<file path="config.mk">
export PLATFORM = sky130hd
export DESIGN_NAME = jlg_div
export DESIGN_NICKNAME = d
export VERILOG_FILES = /design/src/sv/jacobi_laplace_grid_solver_unit_defines.svh /design/src/sv/jlg_pkg.sv /design/src/sv/jlg_div.sv
export SDC_FILE = /design/constraint.sdc
export NUM_CORES = 1
export LEC_CHECK = 0
export BUFFER_PORTS_ARGS = -buffer_cell sky130_fd_sc_hd__buf_2
export CAP_MARGIN = 10
export CELL_PAD_IN_SITES_DETAIL_PLACEMENT = 0
export CELL_PAD_IN_SITES_GLOBAL_PLACEMENT = 1
export CORE_MARGIN = 2
export CORE_UTILIZATION = 28
export CTS_CLUSTER_DIAMETER = 200
export DETAILED_ROUTE_END_ITERATION = 8
export PLACE_DENSITY_LB_ADDON = 0.1
export SYNTH_ARGS = -nofsm -noshare
export SYNTH_HDL_FRONTEND = slang
export SYNTH_SLANG_ARGS = --single-unit
</file>
<file path="constraint.sdc">
create_clock -name i_clk -period 5.2 [get_ports i_clk]
set_input_delay 0.52 -clock i_clk [delete_from_list [all_inputs] [get_ports i_clk]]
set_output_delay 0.52 -clock i_clk [all_outputs]
set_load 0.05 [all_outputs]
</file>
<file path="src/sv/jacobi_laplace_grid_solver_unit_defines.svh">
// assertion macros for the jacobi laplace grid solver
// no dependencies; used by the top level
`ifndef JACOBI_LAPLACE_GRID_SOLVER_UNIT_DEFINES_SVH
`define JACOBI_LAPLACE_GRID_SOLVER_UNIT_DEFINES_SVH
`ifndef NO_ASSERTIONS
`define JLG_ASSERT(lbl, prop) \
    lbl: assert property (@(posedge i_clk) disable iff (!i_rst_n) prop) \
        else $error("assertion failed");
`define JLG_ASSERT_IMP(lbl, ante, cons) \
    lbl: assert property (@(posedge i_clk) disable iff (!i_rst_n) (ante) |-> (cons)) \
        else $error("assertion failed");
`else
`define JLG_ASSERT(lbl, prop)
`define JLG_ASSERT_IMP(lbl, ante, cons)
`endif
`endif

</file>
<file path="src/sv/jlg_pkg.sv">
// types and constants for the jacobi laplace grid solver
// no dependencies
`timescale 1ns / 1ps
package jlg_pkg;
    localparam int unsigned C_QW = 28;
    localparam logic [C_QW-1:0] C_Q10_DIVIDEND = 28'd167772160;
    localparam logic [31:0] C_Q10 = 32'd167772160;
    localparam logic [31:0] C_Q20 = 32'd335544320;
    localparam logic [31:0] C_Q30 = 32'd503316480;
    localparam logic [28:0] C_ERR_MAX = 29'h1FFF_FFFF;
    localparam logic [9:0] C_CHK_LAST = 10'd999;
    localparam logic [2:0] C_K_CENTER = 3'd4;
    localparam logic [2:0] C_K_CALC = 3'd5;
    localparam logic [2:0] C_K_WRITE = 3'd6;
    localparam logic [1:0] C_REG_SIDE = 2'd0;
    localparam logic [1:0] C_REG_ACC = 2'd1;
    localparam logic [1:0] C_REG_ITER = 2'd2;

    typedef enum logic [2:0] {
        S_IDLE,
        S_DIV_GO,
        S_DIV_WAIT,
        S_INIT,
        S_CHECK,
        S_CELL,
        S_SWEEP_END
    } t_state;

    typedef struct packed {
        logic busy;
        logic done;
    } t_div_stat;
endpackage

</file>
<file path="src/sv/jlg_div.sv">
// restoring divider, one quotient bit per cycle, for the edge step
// depends on jlg_pkg
`timescale 1ns / 1ps
module jlg_div #(
    parameter int DW = 8
) (
    input  logic                    i_clk,
    input  logic                    i_rst_n,
    input  logic                    i_start,
    input  logic [DW-1:0]           i_den,
    output jlg_pkg::t_div_stat      o_stat,
    output logic [jlg_pkg::C_QW-1:0] o_quo,
    output logic [DW-1:0]           o_rem
);
    import jlg_pkg::*;

    logic [C_QW-1:0] r_quo;
    logic [DW-1:0]   r_rem;
    logic [4:0]      r_cnt;
    logic            r_busy;
    logic            r_done;
    logic [DW:0]     w_trial;
    logic            w_ge;

    assign w_trial = {r_rem, r_quo[C_QW-1]};
    assign w_ge = w_trial >= {1'b0, i_den};

    always_ff @(posedge i_clk) begin
        if (!i_rst_n) begin
            r_busy <= 1'b0;
            r_done <= 1'b0;
            r_cnt <= '0;
        end else begin
            r_done <= 1'b0;
            if (i_start) begin
                r_busy <= 1'b1;
                r_cnt <= 5'(C_QW);
            end else if (r_busy) begin
                r_cnt <= r_cnt - 5'd1;
                if (r_cnt == 5'd1) begin
                    r_busy <= 1'b0;
                    r_done <= 1'b1;
                end
            end
        end
    end

    always_ff @(posedge i_clk) begin
        if (i_start) begin
            r_quo <= C_Q10_DIVIDEND;
            r_rem <= '0;
        end else if (r_busy) begin
            r_quo <= {r_quo[C_QW-2:0], w_ge};
            r_rem <= w_ge ? DW'(w_trial - {1'b0, i_den}) : DW'(w_trial);
        end
    end

    assign o_stat.busy = r_busy;
    assign o_stat.done = r_done;
    assign o_quo = r_quo;
    assign o_rem = r_rem;
endmodule

</file>
==> results of run 1 <==
==> synthesized netlist by cell type (5+ instances only) <==
master / number
inv_1: 16
nor2_1: 43
ha_1: 10
dfxtp_1: 43
a21oi_1: 5
a211oi_1: 5
o21ai_0: 9
nor2b_1: 5
mux2i_1: 28
clkbuf_1: 7
nand2_1: 7
==> power groups by stage <==
stage               clock network (mW)  registers (mW)  logic, mW
finish                           0.238           0.355      0.175
floorplan                            0           0.392      0.105
global placement                     0           0.363      0.178
detailed placement                   0           0.363      0.177
CTS                              0.251           0.355      0.177
global route                     0.266           0.358      0.192
==> layer usage <==
layer  routed length, um  part of all wire, %  up-vias  global-route usage [%]
met5                   0                    0        -                       0
met4                  36                 0.72        0                    3.33
met3                 275                  5.5        4                    4.01
met2                2200                   44       35                    19.2
met1                2470                   50      751                    17.0
li1                    -                    -      894                       -
==> final cells by class <==
class,instances,area share (%)
sequential,43,34.2
inverter,16,2.39
clock buffer,7,3.83
multi-input combinational,160,44.5
clock inverter,1,0.298
tap,99,4.92
timing repair buffer,49,9.84
==> path summary, 6_finish.rpt <==
path	start	end	depth (start not counted)
max	o_quo[27]	o_rem[6]	8
max reg2reg	o_quo[27]	o_rem[6]	8
min	o_rem[7]	o_rem[7]	2
min reg2reg	o_rem[7]	o_rem[7]	2
==> state kept, by name (all words and copies together), names as in the netlist <==
signal / flops
o_quo: 28
o_rem: 8
r_cnt: 5
r_busy: 1
r_done: 1
==> tightest hold or removal path: cells and delay by family, from the launching register on <==
family	cells	cell delay [ps]
flops	1	340
simple gates	1	60
compound gates	1	60
==> metrics by stage <==
| stage | instance area, um2 | total power, mW | utilization [%] | std cells | setup WS, ps |
|---|---|---|---|---|---|
| 2_1_floorplan | 2100 | 0.497 | - | 231 | 2840 |
| 3_3_place_gp | 2410 | 0.541 | 33.3 | 367 | 2850 |
| 3_5_place_dp | 2410 | 0.540 | 33.3 | 367 | 2780 |
| 4_1_cts | 2520 | 0.784 | 34.7 | 375 | 2960 |
| 5_1_grt | 2520 | 0.815 | 34.7 | 375 | 2850 |
| 6_report | 2520 | 0.767 | 34.7 | 375 | 3000 |
==> cells by family (layout without fill, tap and decap cells) <==
| group | after synthesis | after routing | synth area share [%] |
|---|---|---|---|
| xor gates and xnor gates | 5 | 5 | 2.09 |
| AOI/OAI and AO/OA | 48 | 48 | 16.7 |
| and+or+nand+nor | 68 | 68 | 14.3 |
| adders and majority gates | 11 | 11 | 6.92 |
| DFF | 43 | 43 | 41.1 |
| muxes | 28 | 28 | 13.4 |
| buffers and inverters | 28 | 73 | 5.55 |
==> qor.csv, run 1 <==
stage,metric,value,unit
grt,largest net degree at the start of global routing,46,
clock_network,Max clock buf depth,2,
setup_path,crit start category,flop,
floorplan,Initial Util,28.9,%
clock_network,TritonCTS buffer count,5,
power_and_ir_drop,register share of total power,46.3,%
min_path,Hold WC Path Type,reg2reg,
routing,Routed Antenna Nets,0,
status,status,finished clean,
clock_network,CTS tree,done,
synth,synth unique cells,41,
setup_path,crit-path max cell delay,470,ps
routing,first drt pass iteration count,4,
power_and_ir_drop,P_leak,1.14,nW
power_and_ir_drop,Clock Power Share,31.0,%
power_and_ir_drop,NetSw,244,uW
timing,clock skew,6.92,ps
finish,"most common cell after layout, fill and taps aside",buf_2,
finish,Syn-to-layout area delta,20.0,%
synth,syn_area_per_cell,9.08,um2
finish,antenna diode count,0,
setup_path,crit path DAT,2350,ps
clock_network,H-tree depth,2,
floorplan,DIE AREA,0.00820,mm2
setup_path,"Slowest-stage cell, CP",a2111oi_1,
setup_path,crit-path max FO,3,
timing,setup total negative slack,0,ps
clock_network,CTS sink count,43,
routing,initial drt markers,52,
finish,Layout fillers,789,
power_and_ir_drop,PD cells,305,mW/mm2
grt,antenna violations before repair,0,
synth,Seq cells post-synth,43,
setup_path,CP Class,reg2reg,
grt,grt ovf,0,
setup_path,Critical Path RT,5350,ps
timing,Fin. Hold Viols,0,
routing,drt wl/cell,13.3,um
clock_network,Post-CTS Hold Buffers,0,
setup_path,Worst Setup End Kind,flop,
floorplan,DIE HEIGHT,90.5,um
clock_network,"Reg clk slew, reported paths",90,ps
synth,Yosys top cell area share,41.1,%
power_and_ir_drop,Internal,523,uW
power_and_ir_drop,VDD IR-drop max,0.000140,V
synth,Post-Syn Nets,253,
grt,GRT Overall Usage,12.5,%
clock_network,post_cts resized,0,
routing,vias per cell,4.49,
clock_network,Clock Root Buffer,clkbuf_8,
synth,Area contributors post-synth,"dfxtp_1 (41%), mux2i_1 (13%), nor2_1 (7.7%)",
job,max-cap viol count,0,
timing,worst hold margin,491,ps
finish,layout cells sized above 1,22.8,%
floorplan,IO Count,49,
synth,Post-Syn Area,0.00210,mm2
timing,worst-margin pin slew,708,ps
finish,"commonest non-fill, non-tap cells in the layout","buf_2 (48), nor2_1 (43), dfxtp_1 (42)",
setup_path,crit-path cells,"inv_1, ha_1, fa_1, nor2b_1, o31a_1, mux2i_1, a2111oi_1, a2111oi_2",
synth,"Async S/R FF share, synth",0,%
place,hpwl dp,3520,um
floorplan,DIE WIDTH,90.5,um
synth,register area share after synthesis,41.1,%
timing,Slew Limit Fails,0,
floorplan,core area,0.00725,mm2
setup_path,R2R setup slack,3000,ps
synth,largest area contributor in the netlist,dfxtp_1,
finish,Nets,297,
timing,RSZ-0062 raised after global routing,false,
grt,vias in the first global route,1707,
routing,via count,1684,
synth,synthesized instance count,231,
place,GP Congestion,0.746,
timing,final critical-path required period,2200,ps
finish,multi-input gate area in the final layout,0.00112,mm2
power_and_ir_drop,switch share,31.8,%
finish,Seq. cell area,862,um2
synth,synthesis warning total,0,
setup_path,crit path buf inv count,1,
timing,final setup fails,0,
place,port bufs,48,
floorplan,# rows,31,
synth,"EDFF count, synth",0,
timing,crit share post-route,42.3,%
power_and_ir_drop,part of the power in combinational logic,22.7,%
routing,DRC,0,
grt,first-pass GRT wire length,8400,um
clock_network,clock latency on the worst-skew pair,290,ps
timing,Slew headroom,52.8,%
clock_network,Post-CTS Setup Inserts,0,
routing,WL final,4980,um
synth,Synth Flop Type,dfxtp_1,
timing,f_max,455,MHz
setup_path,family with the most delay on the worst path,compound AO/OA/AOI/OAI gates,
(Power assumes the default switching activity.)
==> run 2: changes to the inputs <==
==> constraint.sdc (replaced) <==
create_clock -name i_clk -period 2.2 [get_ports i_clk]
set_input_delay 0.22 -clock i_clk [delete_from_list [all_inputs] [get_ports i_clk]]
set_output_delay 0.22 -clock i_clk [all_outputs]
set_load 0.05 [all_outputs]
==> run 2 against run 1 <==
Combinational power increased by 150%. Die area unchanged. Cell area increased by 1.4%. Via count increased by 4.5%. Fmax increased by 6.5%. Worst hold slack got worse by 280 ps. Sequential cell count unchanged. Sequential share of layout area decreased by 0.24 points. Global-route usage decreased by 0.52 points. Register-to-register slack got worse by 2900 ps.
==> qor.csv, run 2 (synthesis results as in run 1) <==
stage,metric,value,unit,change
finish,"commonest non-fill, non-tap cells in the layout","buf_2 (48), nor2_1 (43), dfxtp_1 (37)",,
grt,vias in the first global route,1650,,-3.3%
setup_path,CP Class,reg2reg,,
place,hpwl dp,3650,um,+3.9%
power_and_ir_drop,overall power,1.76,mW,+130%
routing,drt wl/cell,13.1,um,-1.1%
floorplan,core area,0.00725,mm2,unchanged
setup_path,crit start category,flop,,
status,status,finished clean,,
routing,vias per cell,4.62,,+2.9%
finish,final core occ,35.2,%,+0.50 points
setup_path,Worst Setup End Kind,flop,,
clock_network,"Reg clk slew, reported paths",80,ps,about the same
clock_network,Clock Root Buffer,clkbuf_8,,
power_and_ir_drop,part of the power in combinational logic,24.7,%,+2.0 points
power_and_ir_drop,register share of total power,47.9,%,+1.6 points
power_and_ir_drop,VDD IR-drop max,0.000318,V,+130%
setup_path,R2R cell count,7,,-1
floorplan,IO Count,49,,unchanged
timing,Slew headroom,64.8,%,+12 points
floorplan,DIE AREA,0.00820,mm2,unchanged
floorplan,# rows,31,,unchanged
grt,largest net degree at the start of global routing,26,,-43%
min_path,Hold WC Path Type,in2reg,,
finish,layout cells sized above 1,26.2,%,+3.4 points
timing,Slew Limit Fails,0,,unchanged
grt,grt ovf,0,,unchanged
routing,first drt pass iteration count,4,,unchanged
grt,first-pass GRT wire length,8070,um,-4.0%
routing,initial drt markers,96,,+85%
timing,setup total negative slack,0,ps,unchanged
setup_path,worst reg2reg endpoint,o_rem[6],,
timing,worst-margin pin slew,525,ps,-183 ps
floorplan,Initial Util,28.9,%,unchanged
timing,f_max,484,MHz,+6.5%
clock_network,CTS sink count,43,,unchanged
routing,WL final,5000,um,+0.46%
place,GP Congestion,0.811,,+8.8%
power_and_ir_drop,switch share,32.3,%,+0.48 points
clock_network,clock latency on the worst-skew pair,290,ps,about the same
setup_path,critical path launch point,o_quo[27],,
floorplan,DIE WIDTH,90.5,um,unchanged
timing,final critical-path required period,2070,ps,-134 ps
finish,number of flip-flops in the largest register,28,,unchanged
setup_path,crit-path max FO,5,,+2
finish,antenna diode count,0,,unchanged
clock_network,TritonCTS buffer count,5,,unchanged
timing,crit share post-route,93.9,%,+52 points
clock_network,H-tree depth,2,,unchanged
clock_network,Post-CTS Hold Buffers,0,,unchanged
timing,RSZ-0062 raised after global routing,false,,
setup_path,RR Startpoint,o_quo[27],,
grt,GRT Overall Usage,12.0,%,-0.52 points
clock_network,Max clock buf depth,2,,unchanged
power_and_ir_drop,Clock Power Share,27.4,%,-3.6 points
power_and_ir_drop,P_leak,1.17,nW,+1.9%
finish,Layout fillers,786,,-0.38%
timing,final setup fails,0,,unchanged
job,max-cap viol count,0,,unchanged
timing,Fin. Hold Viols,0,,unchanged
routing,Routed Antenna Nets,0,,unchanged
power_and_ir_drop,NetSw,568,uW,+130%
finish,Syn-to-layout area delta,21.8,%,
setup_path,crit path DAT,2250,ps,-100 ps
setup_path,Critical Path RT,2390,ps,-2960 ps
finish,Nets,303,,+2.0%
finish,"most common cell after layout, fill and taps aside",buf_2,,
timing,clock skew,4.48,ps,-2.44 ps
power_and_ir_drop,PD cells,688,mW/mm2,+130%
power_and_ir_drop,Internal,1.19,mW,+130%
setup_path,R2R setup slack,130,ps,-2870 ps
setup_path,crit path to,o_rem[6],,
clock_network,CTS tree,done,,
place,port bufs,48,,unchanged
floorplan,DIE HEIGHT,90.5,um,unchanged
grt,antenna violations before repair,0,,unchanged
routing,via count,1760,,+4.5%
routing,DRC,0,,unchanged
run 2: power by group through the flow:
| stage | sequential [mW] | combinational [mW] | clock, mW |
|---|---|---|---|
| global route | 0.846 | 0.476 | 0.537 |
| floorplan | 0.928 | 0.249 | 0 |
| detailed placement | 0.860 | 0.431 | 0 |
| finish | 0.841 | 0.435 | 0.482 |
| CTS | 0.842 | 0.433 | 0.509 |
| global placement | 0.861 | 0.438 | 0 |
run 2: metrics by stage:
step	hold WS, ps	setup slack (ps)	std cells	instance area (um2)
5_1_grt	205	13.2	381	2550
3_3_place_gp	471	155	373	2460
4_1_cts	194	85.2	381	2550
3_5_place_dp	479	103	373	2460
2_1_floorplan	348	24.8	231	2100
6_report	209	135	381	2550
run 2: worst max-delay path, stage by stage (launching register included):
cell and delay [ps]:
dfxtp_2 340, inv_1 70, ha_1 290, and4_1 210
a221o_1 340, o21ai_2 270, a2111oi_2 130, a2111oi_2 330
run 2: worst min-delay path by stage:
stage,from,end,slack [ps],cells past startpoint
2_1_floorplan,i_rst_n,r_busy,350,1
3_3_place_gp,o_rem[7],o_rem[7],470,2
3_5_place_dp,o_rem[7],o_rem[7],480,2
4_1_cts,i_rst_n,r_busy,190,2
5_1_grt,i_rst_n,r_busy,210,2
6_report,i_rst_n,r_busy,210,2
run 2: per-layer routing:
| layer | part of all wire [%] | vias up | global-route usage (%) |
|---|---|---|---|
| met4 | 0.80 | 0 | 3.46 |
| met5 | 0 | - | 0 |
| met2 | 44 | 45 | 18.3 |
| met1 | 49 | 809 | 16.4 |
| met3 | 6.0 | 4 | 3.59 |
| li1 | - | 902 | - |
run 2: cell type report:
class	count	area [um2]	share of cell area, %
clock buffer	7	76.3	2.99
clock inverter	1	5.00	0.196
inverter	16	60.1	2.35
multi-input combinational	160	1130	44.1
sequential	43	868	34.0
tap	99	124	4.85
timing repair buffer	55	293	11.5
run 2: what timing repair did:
item | CTS | global route
buffers inserted | 0 | 0
setup endpoints to repair | 0 | 1
gates resized for setup | 0 | 2
endpoints found under the hold margin | 0 | 0
